## src/ovpc_pkg.sv

```systemverilog
// ----------------------------------------------------------------------------
// Oxygen valve PI control package
// Register indexes, reset values, stage word types and the constant dividers
// shared by the modules of the valve controller.
// ----------------------------------------------------------------------------
package ovpc_pkg;

   localparam int CsrIndexWidth = 3;
   localparam int CsrDataWidth  = 21;

   typedef enum logic [CsrIndexWidth-1:0] {
      CSR_KP             = 3'd0,
      CSR_KI             = 3'd1,
      CSR_INTEGRAL_MAX   = 3'd2,
      CSR_INTEGRAL_MIN   = 3'd3,
      CSR_VALVE_OFF_CODE = 3'd4
   } csr_index_type;

   localparam logic [15:0]        KpReset           = 16'd0;
   localparam logic [15:0]        KiReset           = 16'd0;
   localparam logic [19:0]        IntegralMaxReset  = 20'd40950;
   localparam logic signed [20:0] IntegralMinReset  = 21'sd0;
   localparam logic [15:0]        ValveOffCodeReset = 16'd4095;
   localparam logic [16:0]        CmdLimitReset     = 17'(IntegralMaxReset / 10);

   // Reciprocals ceil(2^k / d), exact over the full input range of each use.
   localparam logic [29:0] Div125Mult   = 30'd549755814;
   localparam logic [24:0] Div10Mult    = 25'd26843546;
   localparam logic [20:0] Div10MaxMult = 21'd1677722;

   typedef struct packed {
      logic signed [23:0] prop;
      logic signed [23:0] delta;
      logic               enable;
   } gain_type;

   typedef struct packed {
      logic [23:0] magnitude;
      logic        negative;
      logic        enable;
   } sum_type;

   // Division by 1000 is a shift by 3 followed by a division by 125.
   function automatic logic [22:0] div_by_1000(input logic [31:0] value);
      logic [58:0] product;
      product = value[31:3] * Div125Mult;
      return product[58:36];
   endfunction

   function automatic logic [20:0] div_by_10(input logic [23:0] value);
      logic [48:0] product;
      product = value * Div10Mult;
      return product[48:28];
   endfunction

   function automatic logic [16:0] limit_of(input logic [19:0] value);
      logic [40:0] product;
      product = value * Div10MaxMult;
      return product[40:24];
   endfunction

endpackage

```

## src/ovpc_cmd.sv

```systemverilog
// ----------------------------------------------------------------------------
// Oxygen valve PI control command stages
// Divides the controller sum by ten, clamps the command and forms the valve
// drive in the result register.
// ----------------------------------------------------------------------------
module ovpc_cmd (
   input  logic                clock,
   input  logic                reset,
   input  logic                in_valid,
   output logic                in_ready,
   input  ovpc_pkg::sum_type   in_data,
   input  logic [16:0]         cmd_limit,
   input  logic [15:0]         valve_off_code,
   output logic                rsp_valid,
   input  logic                rsp_ready,
   output logic [15:0]         rsp_valve_drive,
   output logic [15:0]         rsp_valve_command
);

   logic        s5_valid_ff, s5_valid_in;
   logic [20:0] quotient_ff;
   logic        s5_negative_ff;
   logic        s5_enable_ff;

   logic        rsp_valid_ff, rsp_valid_in;
   logic [15:0] drive_ff, drive_in;
   logic [15:0] command_ff, command_in;

   logic        s5_load;
   logic        rsp_load;
   logic [16:0] command_full;

   assign rsp_load = !rsp_valid_ff || rsp_ready;
   assign s5_load  = !s5_valid_ff || rsp_load;
   assign in_ready = s5_load;

   always_comb begin
      s5_valid_in  = s5_load ? in_valid : s5_valid_ff;
      rsp_valid_in = rsp_load ? s5_valid_ff : rsp_valid_ff;
   end

   // A negative sum gives a zero command rather than a wrapped one.
   always_comb begin
      if (s5_negative_ff) begin
         command_full = '0;
      end else if (quotient_ff > 21'(cmd_limit)) begin
         command_full = cmd_limit;
      end else begin
         command_full = quotient_ff[16:0];
      end
      command_in = command_full[15:0];
      drive_in   = s5_enable_ff ? 16'(valve_off_code - command_in) : valve_off_code;
   end

   always_ff @(posedge clock) begin
      if (reset) begin
         s5_valid_ff  <= 1'b0;
         rsp_valid_ff <= 1'b0;
      end else begin
         s5_valid_ff  <= s5_valid_in;
         rsp_valid_ff <= rsp_valid_in;
      end
   end

   always_ff @(posedge clock) begin
      if (s5_load) begin
         quotient_ff    <= ovpc_pkg::div_by_10(in_data.magnitude);
         s5_negative_ff <= in_data.negative;
         s5_enable_ff   <= in_data.enable;
      end
      if (rsp_load) begin
         drive_ff   <= drive_in;
         command_ff <= command_in;
      end
   end

   assign rsp_valid         = rsp_valid_ff;
   assign rsp_valve_drive   = drive_ff;
   assign rsp_valve_command = command_ff;

endmodule

```

## config.mk

```make
export PLATFORM = sky130hd
export DESIGN_NAME = ovpc_cmd
export DESIGN_NICKNAME = d
export VERILOG_FILES = /design/src/ovpc_pkg.sv /design/src/ovpc_cmd.sv
export SDC_FILE = /design/constraint.sdc
export NUM_CORES = 1
export LEC_CHECK = 0
export BUFFER_PORTS_ARGS = -buffer_cell sky130_fd_sc_hd__clkbuf_2
export CORE_UTILIZATION = 40
export DETAILED_ROUTE_END_ITERATION = 8
export PLACE_DENSITY = 0.69
export SYNTH_ARGS = -nofsm -noshare
export SYNTH_HDL_FRONTEND = slang
export SYNTH_SLANG_ARGS = --single-unit
export TNS_END_PERCENT = 100
```

## constraint.sdc

```tcl
create_clock -name clock -period 8.1 [get_ports clock]
set_clock_uncertainty 0.15 [all_clocks]
set_input_delay 1.215 -clock clock [delete_from_list [all_inputs] [get_ports clock]]
set_output_delay 1.215 -clock clock [all_outputs]
set_load 0.02 [all_outputs]
```

# After elaboration in Yosys (flattened, before gate mapping)
# Index checks and enable logic that the tools add are counted.
[totals]
ff_bits = 57
latchBits = 0
ramBits = 0
romBits = 0
in_bits = 63
word_cells = 17
memories = 0
[op_classes]
addsub = 1
mul = 1
div_mod_pow = 0
magnitude_cmp = 1
n_eq_ne = 0
shifts = 0
muxes = 3
bitwise_logic = 0
n_reduce_logical = 4
[op_table]
columns = ["op", "n"]
rows = [
  ["24-bit by 24-bit multiplier with 48-bit output, second input constant", 1],
  ["16-bit 2-to-1 mux", 3],
  ["21-bit by 17-bit greater-than comparator with 1-bit output", 1],
  ["16-bit subtractor", 1],
  ["1-bit logical NOT", 2],
  ["1-bit logical OR", 2],
]

# Logic depth before layout (Yosys ltp)
[logic_depth]
depth_word = 5
ltp_mapped = 25

# Worst setup path before layout
# Ideal clock, no wire load.
[synth_path]
kind = "input port to flip-flop"
start = "in in_data[14] in the netlist's numbering"
end = "reg quotient_ff[10], data pin"
setup_ps = 258
arrival_time_ps = 6562
t_required_ps = 7692
slack_ps = 1130
stages = 21
path_buffers = 0
cell_sequence = "ha_1 > fa_1 > inv_1 > fa_1 > fa_1 > inv_1 > fa_1 > fa_1 > inv_1 > fa_1 > inv_1 > ha_1 > a21oi_1 > o21bai_1 > a2111oi_4 > a31oi_4 > a31o_2 > a21o_1 > a21o_1 > a21oi_2 > xnor2_1"
[synth_via]
elab_chain_len = 1
[synth_lines]
columns = ["item", "line_no", "source"]
rows = [
  ["from (decl)", "ovpc_cmd.sv:11", "input ovpc_pkg::sum_type in_data,"],
  ["24-bit by 24-bit multiplier with 48-bit output", "ovpc_pkg.sv:52", "product = value * Div10Mult;"],
  ["to (signal assigned)", "ovpc_cmd.sv:67", "quotient_ff <= ovpc_pkg::div_by_10(in_data.magnitude);"],
  ["to (decl)", "ovpc_cmd.sv:21", "logic [20:0] quotient_ff;"],
]
# Every way passes these cells.
# A chain may end at the register's enable or synchronous reset.

# Final worst setup path
[layout_path]
start = "in in_data[3] in the netlist's numbering"
end = "reg quotient_ff[19], data pin"
# The elaborated chain is that of the path after synthesis.

==> run_results.csv <==
group,metric,value,unit
outcome,status,"completed",
clock_network,cts_tree,"built",
clock_network,cts_hold_buf,0,
clock_network,htree_levels,3,
sta,min_period_over_period,0.916,
yosys,synth_ff_type,"edfxtp_1",
drt,drtPass1Iterations,5,
worst_hold_path,hold_end,"rsp_valid$_SDFFE_PP0P_",
placed_design,placed_cells,1836,
clock_network,post_cts_resized,0,
yosys,syn_nets,1863,
worst_hold_path,worst_hold_startpoint,"s5_valid_ff$_SDFFE_PP0P_",
sta,drv_slew,0,
setup_path,path_delay_family,"adder cells",
yosys,ys_seq_elements,57,
drt,vias,8943,
job,maxCapViolCount,0,
drt,first_iter_violations,417,
setup_path,r2r_slack,3.01,ns
drt,drc,0,
setup_path,cp_max_fo,11,
setup_path,reg2regPathDepth,21,
yosys,synth-seq-area-share,0.127,
global_route,grt_max_degree,33,
cells_and_area,n_fill_cell,3035,
sta,hold_viol_final,0,
clock_network,root_buffer,"clkbuf_16",
worst_hold_path,holdCritPathClass,"flip-flop to flip-flop",
setup_path,cp_num_buf_inv,3,
yosys,synth_area_per_cell,10.2,um2
setup_path,worstReg2RegEnd,"rsp_valve_drive[14]$_DFFE_PP_",
global_route,grt_usage,0.183,
clock_network,clockBufferDepth,2,
cells_and_area,final_common_cell,"inv_1",
floorplanning,die_area,0.0339,mm2
cells_and_area,area_growth,10.3,%
placed_design,port_buffers,96,
sta,fmax,135,MHz
sta,worstMarginPinSlew,1.15,ns
sta,final.setup.tns,0,ns
clock_network,numCtsBuffers,9,
sta,rsz0062_at_grt,"false",
setup_path,path_cells,"clkbuf_2 -> ha_1 -> xor2_1 -> ha_1 -> or2_2 -> fa_1 -> fa_1 -> fa_1 -> fa_1 -> inv_1 -> fa_1 -> inv_1 -> ha_1 -> nand4_1 -> a2111oi_0 -> nor3_1 -> a31oi_4 -> a21oi_2 -> o31ai_4 -> a211o_1 -> a21oi_1 -> xnor2_1",
cells_and_area,sequential_cell_area,0.00169,mm2
yosys,synth_cell_type_count,61,
clock_network,insertion_delay,0.33,ns
worst_hold_path,min_path_cells,2,
yosys,synth_enable_flop_cells,55,
floorplanning,rows,66,
global_route,grt_pass1_vias,9435,
global_route,gr-total-overflow,0,
cells_and_area,final_cell_mix,"372 x inv_1, 295 x ha_1, 209 x fa_1, 96 x clkbuf_2",
drt,drt_wl_total,29.3,mm
drt,via_per_inst,4.83,
floorplanning,die_w,184,um
clock_network,post_cts_buffers,0,
placed_design,place_congestion,0.985,
setup_path,critPathLaunch,"in_data[3]",
setup_path,critPathLaunchType,"input pin",
setup_path,path_class,"input pin to flip-flop",
sta,setup_viol,0,
placed_design,hpwl,26.5,mm
clock_network,cts.sinks,57,
cells_and_area,drive_gt1_frac,0.107,
cells_and_area,multi_input_area,0.0101,mm2
yosys,async_flop_share,0,
clock_network,cts.clk_slew.worst_paths,0.05,ns
setup_path,required,8.03,ns
floorplanning,core,0.0326,mm2
drt,antenna_left,0,
yosys,syn_inst,1296,
global_route,grt_first_pass_wirelength,47.5,mm
setup_path,worstReg2RegStart,"quotient_ff[14]$_DFFE_PP_",
setup_path,cpPeakStageDelay,0.55,ns
cells_and_area,nets,1972,
sta,period_needed,7.42,ns
floorplanning,fp.dieH,184,um
setup_path,crit_arrival,7.35,ns
floorplanning,initial_core_util,0.407,
setup_path,end_kind,"flip-flop",
sta,slew_headroom,0.230,
global_route,antenna_found_initial,2,
setup_path,crit_slowest_cell,"fa_1",
setup_path,path_common_cell,"fa_1",
floorplanning,io_pins,97,
cells_and_area,n_antenna_cell,0,
yosys,ys_warn_count,0,
drt,drt-wirelength-per-cell,15.8,um
yosys,syn_area,0.0133,mm2
cells_and_area,stdcell_count,1852,
cell usage after synthesis, drive strengths merged, types with 19 or more instances:
cell type	count	area share
a21o	22	0.012
a21oi	57	0.022
edfxtp	55	0.12
fa	209	0.31
ha	295	0.28
inv	374	0.11
nand2	27	0.0076
nor2	46	0.013
o21ai	21	0.0088
or2	19	0.0089
xnor2	22	0.015
xor2	30	0.020
tightest hold or removal path: stages (launching register included):
cell and delay, ns:
dfxtp_1 0.32, nor2_1 0.10, nor2_1 0.05
sequential cells by signal (all words and copies together) (netlist names):
name	cells
quotient_ff	21
rsp_valid	1
s5_negative_ff	1
rsp_valve_command	16
s5_valid_ff	1
rsp_valve_drive	16
s5_enable_ff	1
cell families (layout without fill, tap and decap cells):
logic type,count (synthesis),in the layout,synth area share
xor+xnor,52,52,0.0343
compound gates,137,137,0.0694
fa+ha+maj,504,504,0.593
mux,11,11,0.00904
flops,57,57,0.127
buf+inv,385,499,0.110
simple gates,150,150,0.0574
stage by stage:
| stage | utilization | hold WS (ns) | instance area (um2) | setup WS (ns) |
|---|---|---|---|---|
| after global routing | 0.449 | 0.376 | 14700 | 0.455 |
| after CTS | 0.449 | 0.366 | 14700 | 0.702 |
| final | 0.449 | 0.364 | 14700 | 0.683 |
| after floorplan | - | 0.313 | 13300 | 1.13 |
| after detailed placement | 0.440 | 0.357 | 14400 | 0.325 |
| after global placement | 0.440 | 0.330 | 14400 | 0.498 |
how the worst max path moves through the flow:
| stage | end | slack, ns | cells after the start |
|---|---|---|---|
| floorplan | quotient_ff[10]$_DFFE_PP_ | 1.13 | 21 |
| global placement | quotient_ff[10]$_DFFE_PP_ | 0.50 | 21 |
| detailed placement | quotient_ff[19]$_DFFE_PP_ | 0.32 | 22 |
| CTS | quotient_ff[19]$_DFFE_PP_ | 0.70 | 22 |
| global route | quotient_ff[19]$_DFFE_PP_ | 0.45 | 22 |
| finish | quotient_ff[19]$_DFFE_PP_ | 0.68 | 22 |
cell type report:
cell class,count,share of cell area
Clock inverter,7,0.00487
Clock buffer,9,0.0154
Sequential cell,57,0.115
Inverter,375,0.0961
Multi-Input combinational cell,854,0.692
Tap cell,442,0.0377
Timing Repair Buffer,108,0.0389
layer usage:
metal / GRT usage / part of all wire / vias to the layer above
met4: 0.0687 / 0.034 / 4
met1: 0.239 / 0.45 / 4345
met2: 0.312 / 0.47 / 212
met5: 0 / 0.00085 / -
met3: 0.0182 / 0.041 / 49
li1: - / - / 4333
Power is left out: the tool's default activity adds up to more than one toggle a clock period on the data nets, which glitch-free logic cannot reach.
