### config.mk
export PLATFORM = sky130hd
export DESIGN_NAME = ovpc_csr
export DESIGN_NICKNAME = d
export VERILOG_FILES = /design/src/ovpc_pkg.sv /design/src/ovpc_csr.sv
export SDC_FILE = /design/constraint.sdc
export NUM_CORES = 1
export LEC_CHECK = 0
export ABC_AREA = 1
export BUFFER_PORTS_ARGS = -buffer_cell sky130_fd_sc_hd__buf_2
export CELL_PAD_IN_SITES_DETAIL_PLACEMENT = 1
export CELL_PAD_IN_SITES_GLOBAL_PLACEMENT = 2
export CORE_ASPECT_RATIO = 1.2
export CORE_MARGIN = 3
export CORE_UTILIZATION = 36
export DETAILED_ROUTE_END_ITERATION = 8
export PLACE_DENSITY_LB_ADDON = 0.1
export SLEW_MARGIN = 10
export SYNTH_ARGS = -nofsm -noshare
export SYNTH_HDL_FRONTEND = slang
export SYNTH_SLANG_ARGS = --single-unit
### constraint.sdc
create_clock -name clock -period 6 [get_ports clock]
set_input_delay 1.2 -clock clock [delete_from_list [all_inputs] [get_ports clock]]
set_output_delay 1.2 -clock clock [all_outputs]
set_load 0.02 [all_outputs]
### src/ovpc_pkg.sv
// ----------------------------------------------------------------------------
// Oxygen valve PI control package
// Register indexes, reset values, stage word types and the constant dividers
// shared by the modules of the valve controller.
// ----------------------------------------------------------------------------
package ovpc_pkg;

   localparam int CsrIndexWidth = 3;
   localparam int CsrDataWidth  = 21;

   typedef enum logic [CsrIndexWidth-1:0] {
      CSR_KP             = 3'd0,
      CSR_KI             = 3'd1,
      CSR_INTEGRAL_MAX   = 3'd2,
      CSR_INTEGRAL_MIN   = 3'd3,
      CSR_VALVE_OFF_CODE = 3'd4
   } csr_index_type;

   localparam logic [15:0]        KpReset           = 16'd0;
   localparam logic [15:0]        KiReset           = 16'd0;
   localparam logic [19:0]        IntegralMaxReset  = 20'd40950;
   localparam logic signed [20:0] IntegralMinReset  = 21'sd0;
   localparam logic [15:0]        ValveOffCodeReset = 16'd4095;
   localparam logic [16:0]        CmdLimitReset     = 17'(IntegralMaxReset / 10);

   // Reciprocals ceil(2^k / d), exact over the full input range of each use.
   localparam logic [29:0] Div125Mult   = 30'd549755814;
   localparam logic [24:0] Div10Mult    = 25'd26843546;
   localparam logic [20:0] Div10MaxMult = 21'd1677722;

   typedef struct packed {
      logic signed [23:0] prop;
      logic signed [23:0] delta;
      logic               enable;
   } gain_type;

   typedef struct packed {
      logic [23:0] magnitude;
      logic        negative;
      logic        enable;
   } sum_type;

   // Division by 1000 is a shift by 3 followed by a division by 125.
   function automatic logic [22:0] div_by_1000(input logic [31:0] value);
      logic [58:0] product;
      product = value[31:3] * Div125Mult;
      return product[58:36];
   endfunction

   function automatic logic [20:0] div_by_10(input logic [23:0] value);
      logic [48:0] product;
      product = value * Div10Mult;
      return product[48:28];
   endfunction

   function automatic logic [16:0] limit_of(input logic [19:0] value);
      logic [40:0] product;
      product = value * Div10MaxMult;
      return product[40:24];
   endfunction

endpackage

### src/ovpc_csr.sv
// ----------------------------------------------------------------------------
// Oxygen valve PI control register file
// Holds the gain, clamp and off code registers and the derived command limit.
// ----------------------------------------------------------------------------
module ovpc_csr (
   input  logic                                   clock,
   input  logic                                   reset,
   input  logic                                   csr_valid,
   output logic                                   csr_ready,
   input  logic [ovpc_pkg::CsrIndexWidth-1:0]     csr_index,
   input  logic [ovpc_pkg::CsrDataWidth-1:0]      csr_data,
   output logic [15:0]                            kp,
   output logic [15:0]                            ki,
   output logic [19:0]                            integral_max,
   output logic signed [20:0]                     integral_min,
   output logic [15:0]                            valve_off_code,
   output logic [16:0]                            cmd_limit
);

   logic [15:0]        kp_ff, kp_in;
   logic [15:0]        ki_ff, ki_in;
   logic [19:0]        integral_max_ff, integral_max_in;
   logic signed [20:0] integral_min_ff, integral_min_in;
   logic [15:0]        valve_off_code_ff, valve_off_code_in;
   logic [16:0]        cmd_limit_ff, cmd_limit_in;

   assign csr_ready = 1'b1;

   always_comb begin
      kp_in             = kp_ff;
      ki_in             = ki_ff;
      integral_max_in   = integral_max_ff;
      integral_min_in   = integral_min_ff;
      valve_off_code_in = valve_off_code_ff;
      cmd_limit_in      = ovpc_pkg::limit_of(integral_max_ff);
      if (csr_valid) begin
         unique case (ovpc_pkg::csr_index_type'(csr_index))
            ovpc_pkg::CSR_KP:             kp_in             = csr_data[15:0];
            ovpc_pkg::CSR_KI:             ki_in             = csr_data[15:0];
            ovpc_pkg::CSR_INTEGRAL_MAX:   integral_max_in   = csr_data[19:0];
            ovpc_pkg::CSR_INTEGRAL_MIN:   integral_min_in   = $signed(csr_data[20:0]);
            ovpc_pkg::CSR_VALVE_OFF_CODE: valve_off_code_in = csr_data[15:0];
            default: ;
         endcase
      end
   end

   always_ff @(posedge clock) begin
      if (reset) begin
         kp_ff             <= ovpc_pkg::KpReset;
         ki_ff             <= ovpc_pkg::KiReset;
         integral_max_ff   <= ovpc_pkg::IntegralMaxReset;
         integral_min_ff   <= ovpc_pkg::IntegralMinReset;
         valve_off_code_ff <= ovpc_pkg::ValveOffCodeReset;
         cmd_limit_ff      <= ovpc_pkg::CmdLimitReset;
      end else begin
         kp_ff             <= kp_in;
         ki_ff             <= ki_in;
         integral_max_ff   <= integral_max_in;
         integral_min_ff   <= integral_min_in;
         valve_off_code_ff <= valve_off_code_in;
         cmd_limit_ff      <= cmd_limit_in;
      end
   end

   assign kp             = kp_ff;
   assign ki             = ki_ff;
   assign integral_max   = integral_max_ff;
   assign integral_min   = integral_min_ff;
   assign valve_off_code = valve_off_code_ff;
   assign cmd_limit      = cmd_limit_ff;

endmodule

# == Word-level counts from Yosys, hierarchy flattened ==
# Index checks and enable logic that the tools add are counted.
# W data, S select, Z words.
# op_classes
n_mul,1
eq_ne,4
n_reduce_logical,6
# op_table
operator,n
$mul A20 B20 Y40 const B,1
$reduce_and A2 Y1,5
$eq A3 B2 Y1 const B,2
$eq A3 B1 Y1 const B,1
$eq A3 B3 Y1 const B,1
$logic_not A3 Y1,1
# totals
reg_bits,106
inputBits,27
out_inout_bits,107
wordCells,17

# == Depth between registers and ports, before layout ==
# logic_depth
ltp_word,2
mapped_depth,25
ltp_nobuf,25

# == Worst setup path after synthesis ==
# No wires, ideal clock.
# synth_timing
path_kind,flip-flop to flip-flop
startpoint,"register integral_max_ff[11], in the netlist integral_max[11]"
endpoint,"register cmd_limit_ff[13], in the netlist cmd_limit[13]"
setup_ns,0.109
arrival_time_ns,5.083
required_ns,5.891
slack_ns,0.808
stages_incl_launch_ff,21
path_buffers,0
synth_period_minus_slack_ns,5.192
path_cell_list,dfxtp_1 -> ha_1 -> fa_1 -> fa_1 -> fa_1 -> inv_1 -> fa_1 -> inv_1 -> fa_1 -> ha_1 -> ha_1 -> nand2_1 -> nor2_2 -> nand2_2 -> nor2_2 -> nand3_1 -> or2_1 -> nand3_1 -> nand2_1 -> clkinv_1 -> nor2_2
# synth_via
elab_chain_len,1
# synth_rtl
element,line_no,rtl
start: declaration,ovpc_csr.sv:22,"logic [19:0] integral_max_ff, integral_max_in;"
start signal: assignment,ovpc_csr.sv:52,integral_max_ff <= ovpc_pkg::IntegralMaxReset;
start signal: assignment,ovpc_csr.sv:59,integral_max_ff <= integral_max_in;
$mul A20 B20 Y40,ovpc_pkg.sv:58,product = value * Div10MaxMult;
end signal: assignment,ovpc_csr.sv:55,cmd_limit_ff <= ovpc_pkg::CmdLimitReset;
end signal: assignment,ovpc_csr.sv:62,cmd_limit_ff <= cmd_limit_in;
end: declaration,ovpc_csr.sv:25,"logic [16:0] cmd_limit_ff, cmd_limit_in;"
# No other way between the ends.
# A chain may end at the register's enable or synchronous reset.

# == Worst setup path after layout ==
# layout_timing
startpoint,"register integral_max_ff[5], in the netlist integral_max[5]"
endpoint,"register cmd_limit_ff[13], in the netlist cmd_limit[13]"
# Same word-level chain as after synthesis.

==> flow_metrics.py <==
metrics = {
    "layout": {
        "mostFrequentLayoutCells": "293 x inv_1, 204 x ha_1, 187 x nand2_1",
        "drive_above_1_share_pct": 12.6,
        "nNetsFinal": 1919,
        "syn_to_final_growth_pct": 13.9,
        "n_antenna_cell": 0,
        "layout_commonest_cell": "inv_1",
    },
    "place": {
        "pre_cts_slack_ns": 0.0758,
        "routabilityCongestion": 0.903,
        "dpl.hpwl_um": 34900,
        "io_buffers": 132,
    },
    "floorplan": {
        "core.rowCount": 71,
        "start_util_pct": 36.6,
        "die-area_mm2": 0.0342,
        "die_w_um": 169,
        "die_h_um": 202,
        "ios": 134,
        "core-area_mm2": 0.0314,
    },
    "route": {
        "via_count": 9738,
        "drt_first_iter_violations": 274,
        "antenna_left": 0,
        "post_drt_wl_per_cell_um": 20.3,
        "drc": 0,
        "vias_per_cell": 4.96,
        "drtPass1Iterations": 7,
        "finalWirelength_um": 39900,
    },
    "timing": {
        "report.final.slew_viol_count": 0,
        "finalHoldViolCount": 0,
        "relSlewSlack_pct": 58.7,
        "fin_ws_ns": 0.225,
        "skew_ns": 0.0117,
        "timing.final.crit_share_pct": 96.3,
        "finalCriticalPeriod_ns": 5.78,
        "rsz0062_at_grt": "false",
        "tightest_slew_ns": 0.619,
        "tns_ns": 0,
        "setup_viol": 0,
        "max_freq_ghz": 0.173,
    },
    "clocking": {
        "htreeDepth": 3,
        "insertion_delay_ns": 0.37,
        "cts.clk_slew.worst_paths_ns": 0.08,
        "cts_tree": "done",
        "postCtsSetupRepairBufs": 0,
        "clock_sinks": 106,
        "clockRootBuffer": "clkbuf_16",
        "numCtsBuffers": 9,
        "cts_buffer_depth": 2,
    },
    "synth": {
        "synthesis.area_mm2": 0.0115,
        "avgSynthCellArea_um2": 8.15,
        "synth.distinct_cells": 38,
        "synth_area_leaders": "fa_1 23%, ha_1 22%, dfxtp_1 18%, inv_1 9.6%, nand2_1 6.1%",
        "synthCells": 1413,
        "yosys_warnings": 0,
        "synth_top_area_share_pct": 22.6,
        "yosysTopAreaCell": "fa_1",
        "ys.flop_type": "dfxtp_1",
        "syn_nets": 1774,
        "synth-seq-cells": 106,
        "synth_edf_count": 0,
        "synth-seq-area-share_pct": 18.4,
        "synthArstFlopShare_pct": 0,
    },
    "grt": {
        "globalRouteTotalUtil_pct": 23.8,
        "grt_pass1_wl_um": 62100,
        "grt_max_degree": 49,
        "grt_pass1_vias": 10651,
        "grt-ovfl-total": 0,
        "antenna_found_initial": 0,
    },
    "power": {
        "p_comb_share_pct": 81.4,
        "p_switching_w": 0.00476,
        "peakVddDrop_v": 0.000393,
        "clock_power_share_pct": 8.7,
        "p_leak_nw": 7.10,
        "switching_share_pct": 58.4,
        "p_int_w": 0.00340,
        "p_per_area_mw_per_mm2": 622,
        "seq_power_share_pct": 9.9,
    },
    "setup_path": {
        "cp.required_ns": 6.31,
        "rr_endpoint": "cmd_limit[13]",
        "crit_start": "integral_max[5]",
        "cp-endpoint": "cmd_limit[13]",
        "cp-start-kind": "register",
        "reg2reg_depth": 22,
        "arrival_ns": 6.08,
        "crit_type": "register to register",
        "reg2reg_from": "integral_max[5]",
        "cp_max_fo": 6,
        "end_kind": "register",
        "r2r_setup_slack_ns": 0.22,
    },
    "run": {
        "max-cap-violations": 0,
    },
    "worst_hold_path": {
        "min-delay-start": "integral_min[20]",
        "min_path_cells": 2,
        "hold_class": "register to register",
    },
    "run_status": {
        "status": "completed",
    },
}
stage by stage:
stage	hold slack, ns	power [W]	util (%)	instance area [um2]	std cells
after detailed placement	0.437	0.00758	40.6	12800	1948
final	0.447	0.00816	41.7	13100	1964
after floorplan	0.520	0.00537	-	11500	1413
after global routing	0.474	0.00917	41.7	13100	1964
after CTS	0.451	0.00834	41.7	13100	1964
after global placement	0.429	0.00757	40.6	12800	1948
final cells by class:
| type | instances | area, um2 |
|---|---|---|
| inverter | 297 | 1110 |
| timing repair buffer | 159 | 863 |
| sequential | 106 | 2130 |
| multi-input combinational | 985 | 8180 |
| fill | 3904 | 18300 |
| tap | 401 | 502 |
| clock inverter | 4 | 80.1 |
| clock buffer | 12 | 256 |
synth_stat cells (all sizes together) (5+ instances only):
| cell type | count |
|---|---|
| nor2 | 159 |
| nand3 | 55 |
| buf | 6 |
| a21oi | 74 |
| xor2 | 15 |
| o21ai | 96 |
| nor3 | 20 |
| clkbuf | 19 |
| fa | 130 |
| nand2 | 192 |
| o21bai | 5 |
| a21o | 9 |
| nand4 | 9 |
| dfxtp | 106 |
| inv | 295 |
| ha | 204 |
state kept, by name, indices dropped and copies added (netlist names):
| signal | count |
|---|---|
| integral_max | 20 |
| kp | 16 |
| valve_off_code | 16 |
| integral_min | 21 |
| cmd_limit | 17 |
| ki | 16 |
how the worst min path moves through the flow:
stage | end | slack, ns
after global routing | integral_min[7] | 0.47
after CTS | integral_min[2] | 0.45
final | integral_min[20] | 0.45
after floorplan | integral_min[20] | 0.52
after detailed placement | integral_min[7] | 0.44
after global placement | integral_min[9] | 0.43
layer usage:
layer | vias to the layer above | global-route usage [%] | wire (um)
li1 | 4730 | - | -
met2 | 175 | 42.5 | 20400
met1 | 4791 | 29.7 | 16900
met4 | 0 | 7.28 | 1130
met5 | - | 0 | 0
met3 | 42 | 3.35 | 1430
critical path, cell delays in order (launching register included):
cell,delay [ns]
dfxtp_1,0.45
buf_4,0.22
ha_1,0.37
xor2_1,0.21
ha_1,0.24
a21o_1,0.19
fa_1,0.49
fa_1,0.54
inv_1,0.05
fa_1,0.53
inv_1,0.05
fa_1,0.47
ha_1,0.31
ha_1,0.39
a21oi_2,0.24
nor2_1,0.06
nor2_1,0.20
nand2_1,0.14
a21oi_1,0.22
nand3_1,0.11
nand2_1,0.07
clkinv_1,0.07
nor2_2,0.09
power by group through the flow:
stage	Sequential (W)	Combinational, W	Clock (W)
after detailed placement	0.000826	0.00675	0
final	0.000809	0.00665	0.000706
after global routing	0.000816	0.00759	0.000761
after CTS	0.000810	0.00679	0.000736
after floorplan	0.000893	0.00447	0
after global placement	0.000825	0.00674	0
kinds of logic after synthesis:
group / count (synthesis) / share of synthesized area, %
AOI/OAI and AO/OA: 190 / 8.70
xor gates and xnor gates: 18 / 1.37
adders and majority gates: 334 / 44.7
buffers and inverters: 322 / 10.7
DFF: 106 / 18.4
other: 1 / 0.0325
and+or+nand+nor: 442 / 16.1
what timing repair did:
item | CTS | global route
endpoints found under the setup margin | 0 | 13
hold buffers | 0 | 0
resized for setup | 0 | 4
No activity file was read; power rests on OpenSTA's default activity.
