==> src/ovpc_pkg.sv <==
// ----------------------------------------------------------------------------
// Oxygen valve PI control package
// Register indexes, reset values, stage word types and the constant dividers
// shared by the modules of the valve controller.
// ----------------------------------------------------------------------------
package ovpc_pkg;

   localparam int CsrIndexWidth = 3;
   localparam int CsrDataWidth  = 21;

   typedef enum logic [CsrIndexWidth-1:0] {
      CSR_KP             = 3'd0,
      CSR_KI             = 3'd1,
      CSR_INTEGRAL_MAX   = 3'd2,
      CSR_INTEGRAL_MIN   = 3'd3,
      CSR_VALVE_OFF_CODE = 3'd4
   } csr_index_type;

   localparam logic [15:0]        KpReset           = 16'd0;
   localparam logic [15:0]        KiReset           = 16'd0;
   localparam logic [19:0]        IntegralMaxReset  = 20'd40950;
   localparam logic signed [20:0] IntegralMinReset  = 21'sd0;
   localparam logic [15:0]        ValveOffCodeReset = 16'd4095;
   localparam logic [16:0]        CmdLimitReset     = 17'(IntegralMaxReset / 10);

   // Reciprocals ceil(2^k / d), exact over the full input range of each use.
   localparam logic [29:0] Div125Mult   = 30'd549755814;
   localparam logic [24:0] Div10Mult    = 25'd26843546;
   localparam logic [20:0] Div10MaxMult = 21'd1677722;

   typedef struct packed {
      logic signed [23:0] prop;
      logic signed [23:0] delta;
      logic               enable;
   } gain_type;

   typedef struct packed {
      logic [23:0] magnitude;
      logic        negative;
      logic        enable;
   } sum_type;

   // Division by 1000 is a shift by 3 followed by a division by 125.
   function automatic logic [22:0] div_by_1000(input logic [31:0] value);
      logic [58:0] product;
      product = value[31:3] * Div125Mult;
      return product[58:36];
   endfunction

   function automatic logic [20:0] div_by_10(input logic [23:0] value);
      logic [48:0] product;
      product = value * Div10Mult;
      return product[48:28];
   endfunction

   function automatic logic [16:0] limit_of(input logic [19:0] value);
      logic [40:0] product;
      product = value * Div10MaxMult;
      return product[40:24];
   endfunction

endpackage

==> src/ovpc_integ.sv <==
// ----------------------------------------------------------------------------
// Oxygen valve PI control integrator
// Accumulates the integral term with its clamps and forms the magnitude and
// sign of proportional plus integral.
// ----------------------------------------------------------------------------
module ovpc_integ (
   input  logic                  clock,
   input  logic                  reset,
   input  logic                  in_valid,
   output logic                  in_ready,
   input  ovpc_pkg::gain_type    in_data,
   input  logic [19:0]           integral_max,
   input  logic signed [20:0]    integral_min,
   output logic                  out_valid,
   input  logic                  out_ready,
   output ovpc_pkg::sum_type     out_data
);

   logic               s3_valid_ff, s3_valid_in;
   logic signed [20:0] integral_ff, integral_in;
   logic signed [23:0] prop_ff;
   logic               s3_enable_ff;

   logic               s4_valid_ff, s4_valid_in;
   ovpc_pkg::sum_type  s4_data_ff, s4_data_in;

   logic               s3_load;
   logic               s4_load;
   logic               s3_take;
   logic signed [24:0] integ_sum;
   logic signed [24:0] integ_clamped;
   logic signed [24:0] max_ext;
   logic signed [24:0] min_ext;
   logic signed [24:0] total;
   logic [24:0]        total_abs;

   assign s4_load  = !s4_valid_ff || out_ready;
   assign s3_load  = !s3_valid_ff || s4_load;
   assign s3_take  = s3_load && in_valid;
   assign in_ready = s3_load;

   always_comb begin
      s3_valid_in = s3_load ? in_valid : s3_valid_ff;
      s4_valid_in = s4_load ? s3_valid_ff : s4_valid_ff;
   end

   // The lower clamp is applied last, so it wins when the clamps conflict.
   always_comb begin
      max_ext       = $signed({5'b0, integral_max});
      min_ext       = 25'(integral_min);
      integ_sum     = 25'(integral_ff) + 25'(in_data.delta);
      integ_clamped = integ_sum;
      if (integ_clamped > max_ext) begin
         integ_clamped = max_ext;
      end
      if (integ_clamped < min_ext) begin
         integ_clamped = min_ext;
      end
      integral_in = s3_take ? integ_clamped[20:0] : integral_ff;
   end

   always_comb begin
      total                = 25'(prop_ff) + 25'(integral_ff);
      total_abs            = total[24] ? 25'(-total) : 25'(total);
      s4_data_in.magnitude = total_abs[23:0];
      s4_data_in.negative  = total[24];
      s4_data_in.enable    = s3_enable_ff;
   end

   always_ff @(posedge clock) begin
      if (reset) begin
         s3_valid_ff <= 1'b0;
         s4_valid_ff <= 1'b0;
         integral_ff <= '0;
      end else begin
         s3_valid_ff <= s3_valid_in;
         s4_valid_ff <= s4_valid_in;
         integral_ff <= integral_in;
      end
   end

   always_ff @(posedge clock) begin
      if (s3_take) begin
         prop_ff      <= in_data.prop;
         s3_enable_ff <= in_data.enable;
      end
      if (s4_load) begin
         s4_data_ff <= s4_data_in;
      end
   end

   assign out_valid = s4_valid_ff;
   assign out_data  = s4_data_ff;

endmodule

==> config.mk <==
export PLATFORM = sky130hd
export DESIGN_NAME = ovpc_integ
export DESIGN_NICKNAME = d
export VERILOG_FILES = /design/src/ovpc_pkg.sv /design/src/ovpc_integ.sv
export SDC_FILE = /design/constraint.sdc
export NUM_CORES = 1
export LEC_CHECK = 0
export ABC_AREA = 1
export CORE_MARGIN = 5
export CORE_UTILIZATION = 25
export DETAILED_ROUTE_END_ITERATION = 8
export DONT_BUFFER_PORTS = 1
export GPL_TIMING_DRIVEN = 0
export PLACE_DENSITY = 0.36
export RECOVER_POWER = 100
export SYNTH_ARGS = -nofsm -noshare
export SYNTH_HDL_FRONTEND = slang
export SYNTH_SLANG_ARGS = --single-unit
==> constraint.sdc <==
create_clock -name clock -period 5.71 [get_ports clock]
set_input_delay 0.571 -clock clock [delete_from_list [all_inputs] [get_ports clock]]
set_output_delay 0.571 -clock clock [all_outputs]
set_load 0.02 [all_outputs]
Word level (Yosys, flattened, before mapping)
Index checks and enable logic that the tools add are counted.

Bits of input ports: 94. Register bits: 74. Output and inout port bits: 28. Logic and storage cells: 21.

Mux-type cells: 3. Magnitude comparators: 2. Reduce and logical (&&, ||, !) cells: 5. $add $sub $neg: 3.

Operators with widths (number): $add 21x24->25 (1); $add 24x21->25 (1); $gt 25x21->1 (1); $lt 25x21->1 (1); $mux 25 (1); $mux 24 (1); $neg 24->24 (1); $mux 21 (1); $logic_not 1->1 (2); $logic_or 1x1->1 (2); $logic_and 1x1->1 (1).

Longest topological paths before layout
Gate-level depths: netlist (run 1).

Depth after elaboration: 5. Gate-level depth with buffers: 40. Gate-level depth less buffers: 38.

Worst setup path before layout (run 1)
No wires, ideal clock.

Path type: input -> register. Start: input port in_data[1] in the netlist's numbering. End: register integral_ff[10]. Buffers on the path: 2. Setup time: 0.132 ns. Required time: 5.578 ns. Slack: 0.589 ns. Stages: 37. Arrival time: 4.989 ns. Cells stage by stage: ha_1 -> fa_1 -> nand3_1 -> nand2_1 -> nand2_1 -> nand2_1 -> nand2_1 -> nand2_2 -> a21oi_1 -> o21ai_0 -> xor2_1 -> ha_1 -> nand2_1 -> inv_1 -> nand2_1 -> nor3_1 -> nand2_1 -> nand2_1 -> nand2_1 -> nand2_1 -> nand2_1 -> nand3_2 -> nand2_2 -> clkbuf_1 -> o21ai_0 -> ha_1 -> a21oi_1 -> nor2_1 -> a2111oi_0 -> nand2_2 -> nand2_4 -> nand2_4 -> nand2_2 -> buf_4 -> nand3_1 -> nand3_1 -> a21oi_1.

Cells in the longest elaborated chain, start to end: 5.

RTL lines: start: declaration (RTL line ovpc_integ.sv:11) `input ovpc_pkg::gain_type in_data,`; $add 21x24->25 (*) (RTL line ovpc_integ.sv:51) `integ_sum = 25'(integral_ff) + 25'(in_data.delta);`; $gt 25x21->1 (RTL line ovpc_integ.sv:53) `if (integ_clamped > max_ext) begin`; $mux 25 (*) (RTL line ovpc_integ.sv:53); $lt 25x21->1 (RTL line ovpc_integ.sv:56) `if (integ_clamped < min_ext) begin`; $mux 21 (*) (RTL line ovpc_integ.sv:56); end signal: assignment (RTL line ovpc_integ.sv:78) `integral_ff <= integral_in;`; end: declaration (RTL line ovpc_integ.sv:20) `logic signed [20:0] integral_ff, integral_in;`.

Every way passes the cells marked *; elsewhere a longest branch is shown, timed or not. A chain may end at the register's enable or synchronous reset.

Final worst setup path (run 1)
Start: register integral_ff[0]. End: register integral_ff[1].

Cells in the longest elaborated chain, start to end: 5.

RTL lines (RTL line): $add 21x24->25 (*) (ovpc_integ.sv:51); $gt 25x21->1 (ovpc_integ.sv:53); $mux 25 (*) (ovpc_integ.sv:53); $lt 25x21->1 (ovpc_integ.sv:56); $mux 21 (*) (ovpc_integ.sv:56).

Marked as above.

==> impl_metrics.py, run 1 <==
metrics = {
    "status": {
        "status": "complete, no violations",
    },
    "routing": {
        "ant_nets": 0,
        "wl_met3_mm": 1.04,
        "routed-wl-met2_mm": 11.4,
        "routed.top_layer": "met5",
        "first_pass_iters": 5,
        "routed-via-count": 6541,
        "routed_wl_mm": 24.7,
        "vias_per_cell": 4.55,
        "post_drt_wl_per_cell_um": 17.2,
        "drtIter0Drc": 247,
        "m1WireLength_mm": 11.9,
        "drcViolationCount": 0,
    },
    "synth": {
        "ys_types": 44,
        "synth_top_cell_area_share": 0.209,
        "synthTopCellsByArea": "edfxtp_1 21%, ha_1 16%, nand2_1 13%",
        "yosys_register_bits": 74,
        "syn_inst": 1028,
        "syn_area_sq_um": 7330,
        "synthFlopType": "edfxtp_1",
        "synth_nets": 1217,
        "synth-async-reset-ratio": 0,
        "yosysWarnings": 0,
        "ys_seq_area_frac": 0.272,
        "synth_edf_count": 51,
        "synth.largest_area_cell": "edfxtp_1",
        "avgSynthCellArea_sq_um": 7.13,
    },
    "layout": {
        "area_growth_pct": 14.7,
        "fin_nets": 1237,
        "multi_input_area_sq_um": 4770,
        "fillCellCount": 3240,
        "final_util": 0.291,
        "ff_latch_area_sq_um": 1990,
        "layout-drive-gt1-share": 0.103,
        "diodes": 0,
    },
    "grt": {
        "grt_max_degree": 35,
        "grt_pass1_wl_mm": 37.1,
        "grt_overflow": 0,
        "antenna_found_initial": 2,
        "grt_pass1_vias": 6492,
        "grt_use_total": 0.147,
    },
    "sta": {
        "fin_hold_ws_ns": 0.288,
        "maxSlewHeadroom": 0.228,
        "clock_skew_ns": 0.00883,
        "hold_viol_final": 0,
        "finalCritPeriodShare": 0.942,
        "worst_slack_ns": 0.334,
        "fin_crit_ns": 5.38,
        "clock.fmax_mhz": 186,
        "setup_violations": 0,
        "worstMarginPinSlew_ns": 1.16,
        "drv_slew": 0,
    },
    "clock_tree": {
        "cts_buffers": 9,
        "cts_tree": "built",
        "path_clk_slew_ns": 0.07,
        "cts-root-buf": "clkbuf_16",
        "h-tree-depth": 3,
        "cts.sink_count": 74,
        "clk_latency_ns": 0.34,
        "clk_path_buf_depth": 2,
    },
    "critical_path": {
        "r2r_end": "integral_ff[1]",
        "cpPeakStageDelay_ns": 0.39,
        "cpMostUsedCell": "nand2_2",
        "required_ns": 5.97,
        "ff2ff_path_depth": 37,
        "worstSetupStartpoint": "integral_ff[0]",
        "crit_arrival_ns": 5.64,
        "path_class": "flip-flop to flip-flop",
        "r2r_setup_slack_ns": 0.33,
        "crit_slowest_cell": "fa_2",
        "worstReg2RegStart": "integral_ff[0]",
        "crit_end": "integral_ff[1]",
        "crit_path_end_kind": "flip-flop",
        "startpoint_type": "flip-flop",
        "cp_max_fo": 10,
    },
    "floorplan": {
        "num_rows": 62,
        "core_area_sq_um": 28900,
        "die_area_sq_um": 32800,
        "initial_utilization": 0.254,
        "pin_count": 122,
        "die_w_um": 181,
        "die_h_um": 181,
    },
    "hold_path": {
        "holdCritStartpoint": "reset",
        "hp-class": "input pin to flip-flop",
    },
    "placed_design": {
        "globalplace.congestion": 0.825,
        "dp_hpwl_mm": 21.4,
        "port_buffers": 0,
        "dp_slack_ns": -0.975,
    },
    "run": {
        "maxCapViolCount": 0,
    },
}
==> metal layers <==
metal | up-vias | track usage
met5 | - | 0
met1 | 2938 | 0.198
met2 | 136 | 0.242
met4 | 4 | 0.0333
li1 | 3438 | -
met3 | 25 | 0.0308
==> what timing repair did <==
| action | in CTS | in global routing |
|---|---|---|
| hold endpoints to repair | 0 | 0 |
| pin swaps | 3 | 15 |
| hold buffers | 0 | 0 |
| resized for setup | 33 | 46 |
| endpoints found under the setup margin | 21 | 21 |
| cloned | 0 | 1 |
| setup buffers | 1 | 7 |
==> state kept, by name, indices dropped and copies added, names as in the netlist <==
name          flops
prop_ff          24
s3_enable_ff      1
integral_ff      21
out_data         26
out_valid         1
s3_valid_ff       1
==> critical path, delay by kind of cell, from the launching register on <==
family | cells | cell delay, ns
flops | 1 | 0.34
fa+ha+maj | 4 | 1.17
compound gates | 6 | 1.00
xor+xnor | 1 | 0.18
simple gates | 21 | 1.98
buf+inv | 5 | 0.61
==> synth_stat cells (all sizes together), types with 3 or more instances <==
master  instances
a31oi           4
nand4          14
ha             93
o21ai          39
nand2         263
o211ai          4
nand3b          5
a21oi          98
nor4            3
clkbuf          8
nand3          92
inv           170
buf            13
xnor2          23
a21o            6
nor2           57
nor3           11
dfxtp          23
xor2           34
edfxtp         51
==> per-stage QoR <==
stage          TNS [ns]  std cells  area [sq um]
5_1_grt         -0.0566       1437          8410
2_1_floorplan         0       1028          7330
3_5_place_dp     -19.15       1412          7810
6_report              0       1437          8410
4_1_cts               0       1429          8210
3_3_place_gp     -19.58       1412          7810
==> layout make-up <==
class,count,share of cell area
Buffer,21,0.0182
Sequential cell,74,0.237
Inverter,170,0.0759
Clock buffer,9,0.0268
Tap cell,384,0.0572
Clock inverter,7,0.00982
Timing Repair Buffer,9,0.00774
Multi-Input combinational cell,763,0.567
==> worst min path at each step <==
stage | to | slack [ns] | cells past startpoint
after floorplan | out_data[0] | 0.40 | 0
after global placement | out_data[0] | 0.40 | 0
after detailed placement | out_data[0] | 0.41 | 0
after CTS | integral_ff[15] | 0.27 | 1
after global routing | out_valid | 0.27 | 1
final | out_valid | 0.29 | 1
==> cell families after synthesis <==
logic type | Yosys count | synth area share
adders and majority gates | 95 | 0.164
xor gates and xnor gates | 57 | 0.0681
buffers and inverters | 191 | 0.101
DFF | 74 | 0.272
and+or+nand+nor | 450 | 0.273
AOI/OAI and AO/OA | 161 | 0.121
==> layout by cell type (no fill, tap or decap), drive strengths merged, types with 23 or more instances in the layout <==
cell,instances
nand2,263
inv,174
a21oi,98
ha,93
nand3,92
nor2,57
edfxtp,51
o21ai,39
xor2,34
xnor2,23
dfxtp,23
Power of run 1 is not shown: default switching activity piles up to over one toggle a cycle in this logic, so the estimate is an artifact.
==> run 2, diff against run 1 <==
Settings changed: ABC_AREA 1 to default, PLACE_DENSITY 0.36 to default.
==> run 2 against run 1 <==
Net effect:
- the run now ends with setup timing left
- non-clock buffer count rose by 21
- core utilization rose by 0.41 points
- clock skew fell by 0.0031 ns
- wire length fell by 12%
- area after synthesis fell by 3.8%
- global-route usage fell by 1.3 points
- synthesized cell count fell by 23%
- first-iteration DRC count rose by 60%
- die area fell by 3.6%
- worst setup slack got worse by 1.3 ns
- critical path type unchanged
==> impl_metrics.py, run 2 <==
metrics = {
    "status": {
        "status": "finished with violations",
        "violations": "setup timing",
    },
    "critical_path": {
        "cpPeakStageDelay_ns": 0.42,
        "worstReg2RegStart": "integral_ff[0]",
        "startpoint_type": "flip-flop",
        "ff2ff_path_depth": 32,
        "cpMostUsedCell": "a21o_1",
        "crit_slowest_cell": "a221o_2",
        "crit_path_end_kind": "flip-flop",
        "required_ns": 5.98,
        "r2r_end": "integral_ff[1]",
        "r2r_setup_slack_ns": -0.99,
        "crit_arrival_ns": 6.97,
        "cp_max_fo": 6,
        "path_class": "flip-flop to flip-flop",
        "cp_num_buf_inv": 4,
        "critical_path.top_delay_family": "compound AO/OA/AOI/OAI gates",
    },
    "pwr": {
        "powerDensity_nw_per_um2": 463,
        "p_leak_nw": 3.43,
        "power_mw": 3.80,
        "ir_drop_v": 0.000159,
    },
    "routing": {
        "post_drt_wl_per_cell_um": 18.0,
        "vias_per_cell": 5.04,
        "drcViolationCount": 0,
        "drtIter0Drc": 396,
        "routed-via-count": 6064,
        "ant_nets": 0,
        "first_pass_iters": 5,
        "routed_wl_mm": 21.6,
    },
    "synth": {
        "yosys-top-cells-count": "93 x ha_1, 58 x nand3_1, 54 x inv_1",
        "synth_top_cell_area_share": 0.217,
        "yosysWarnings": 0,
        "syn_area_sq_um": 7050,
        "synth_mux_area_frac": 0.0346,
        "synth_nets": 976,
        "synth-xor-area-share": 0.0745,
        "synth_most_common_cell": "ha_1",
        "synth.largest_area_cell": "edfxtp_1",
        "synth-simple-area-share": 0.200,
        "syn_inst": 787,
        "yosys.area_share.adder": 0.171,
        "synth_compound_area_frac": 0.188,
        "synthFlopType": "edfxtp_1",
        "avgSynthCellArea_sq_um": 8.96,
        "synth-async-reset-ratio": 0,
        "ys_types": 68,
        "ys_seq_area_frac": 0.283,
        "synth_edf_count": 51,
        "yosys_register_bits": 74,
        "synthTopCellsByArea": "edfxtp_1 22%, ha_1 17%, dfxtp_1 6.5%",
        "synth_top_family_by_area": "simple AND/OR/NAND/NOR gates",
    },
    "floorplan": {
        "core_area_sq_um": 27800,
        "die_area_sq_um": 31700,
        "initial_utilization": 0.254,
        "num_rows": 61,
        "die_w_um": 178,
        "die_h_um": 178,
        "pin_count": 122,
    },
    "hold_path": {
        "hp-class": "input pin to flip-flop",
        "hold_depth": 0,
        "holdCritStartpoint": "in_data[42]",
        "hold_end": "prop_ff[17]",
    },
    "run": {
        "maxCapViolCount": 0,
    },
    "layout": {
        "area_growth_pct": 16.4,
        "layout_commonest_cell": "ha_1",
        "final_cell_area_sq_um": 8210,
        "fillCellCount": 2967,
        "multi_input_area_sq_um": 4930,
        "ff_latch_area_sq_um": 2000,
        "final_util": 0.295,
        "layout-drive-gt1-share": 0.137,
        "largest_reg_flops": 26,
        "fin_nets": 1009,
        "diodes": 0,
        "mostFrequentLayoutCells": "89 x ha_1, 54 x inv_1, 51 x nand3_1, 51 x edfxtp_1, 49 x a21oi_1",
        "stdcell_count": 1203,
    },
    "grt": {
        "grt_overflow": 0,
        "grt_pass1_vias": 5760,
        "grt_max_degree": 31,
        "antenna_found_initial": 8,
        "grt_use_total": 0.133,
        "grt_pass1_wl_mm": 32.3,
    },
    "sta": {
        "worst_slack_ns": -0.990,
        "clock.fmax_mhz": 149,
        "setup_tns_ns": -18.50,
        "maxSlewHeadroom": 0.112,
        "hold_viol_final": 0,
        "clock_skew_ns": 0.00577,
        "drv_slew": 0,
        "finalCritPeriodShare": 1.17,
        "fin_crit_ns": 6.70,
        "worstMarginPinSlew_ns": 1.33,
        "fin_hold_ws_ns": 0.332,
        "rsz0062_at_grt": "true",
        "setup_violations": 21,
    },
    "clock_tree": {
        "h-tree-depth": 3,
        "postCtsHoldBufs": 0,
        "cts_buffers": 9,
        "clk_latency_ns": 0.33,
        "cts-root-buf": "clkbuf_16",
        "clk_path_buf_depth": 2,
        "cts.sink_count": 74,
        "path_clk_slew_ns": 0.06,
        "cts_tree": "built",
    },
    "placed_design": {
        "port_buffers": 0,
        "globalplace.congestion": 0.911,
        "dp_hpwl_mm": 18.1,
        "placed_area_sq_um": 7600,
        "dpl.cell_count": 1165,
        "dp_slack_ns": -1.54,
    },
}
==> run 2: cell count changes in the layout (fill, tap and decap cells not counted), sizes merged, moves of 18 or more <==
cell / before / now
a21o: 6 / 24
a21oi: 98 / 53
inv: 174 / 55
mux2: 0 / 19
nand2: 263 / 40
nand3: 92 / 58
nor2: 57 / 36
or4: 0 / 18
==> run 2: logic make-up after synthesis <==
kind of cell | Yosys count
compound gates | 194
buf+inv | 84
fa+ha+maj | 95
mux | 22
xor+xnor | 60
flops | 74
simple gates | 258
==> run 2: final cells by class <==
type | count | share of cell area
inverter | 55 | 0.0252
buffer | 29 | 0.0192
sequential | 74 | 0.243
clock inverter | 5 | 0.00381
tap | 378 | 0.0576
clock buffer | 11 | 0.0284
multi-input combinational | 629 | 0.601
timing repair buffer | 22 | 0.0221
==> run 2: how the worst max path moves through the flow <==
stage,from,depth (start not counted),slack [ns],to
after global routing,integral_ff[0],31,-1.24,integral_ff[2]
after detailed placement,in_data[1],29,-1.54,integral_ff[2]
after global placement,in_data[1],29,-1.49,integral_ff[2]
after floorplan,in_data[1],31,-0.72,integral_ff[2]
after CTS,integral_ff[0],31,-0.96,integral_ff[2]
final,integral_ff[0],32,-0.99,integral_ff[1]
==> run 2: what timing repair did <==
item,in CTS,in global routing
setup endpoints to repair,21,21
buffers inserted,16,12
cloned,1,0
pin swaps,22,21
gates resized for setup,18,20
==> run 2: report_power, final <==
group | internal [mW] | switching [mW] | leakage, nW
registers | 0.782 | 0.234 | 0.707
logic | 1.03 | 1.25 | 2.59
clock network | 0.292 | 0.207 | 0.129
==> run 2: routing by layer <==
layer,vias up,GRT usage,wire [um]
li1,3040,-,-
met1,2822,0.168,9380
met2,163,0.218,10000
met3,27,0.0509,1820
met4,12,0.0280,357
met5,-,0,80
Note: power is estimated with default switching activity, not from simulation.
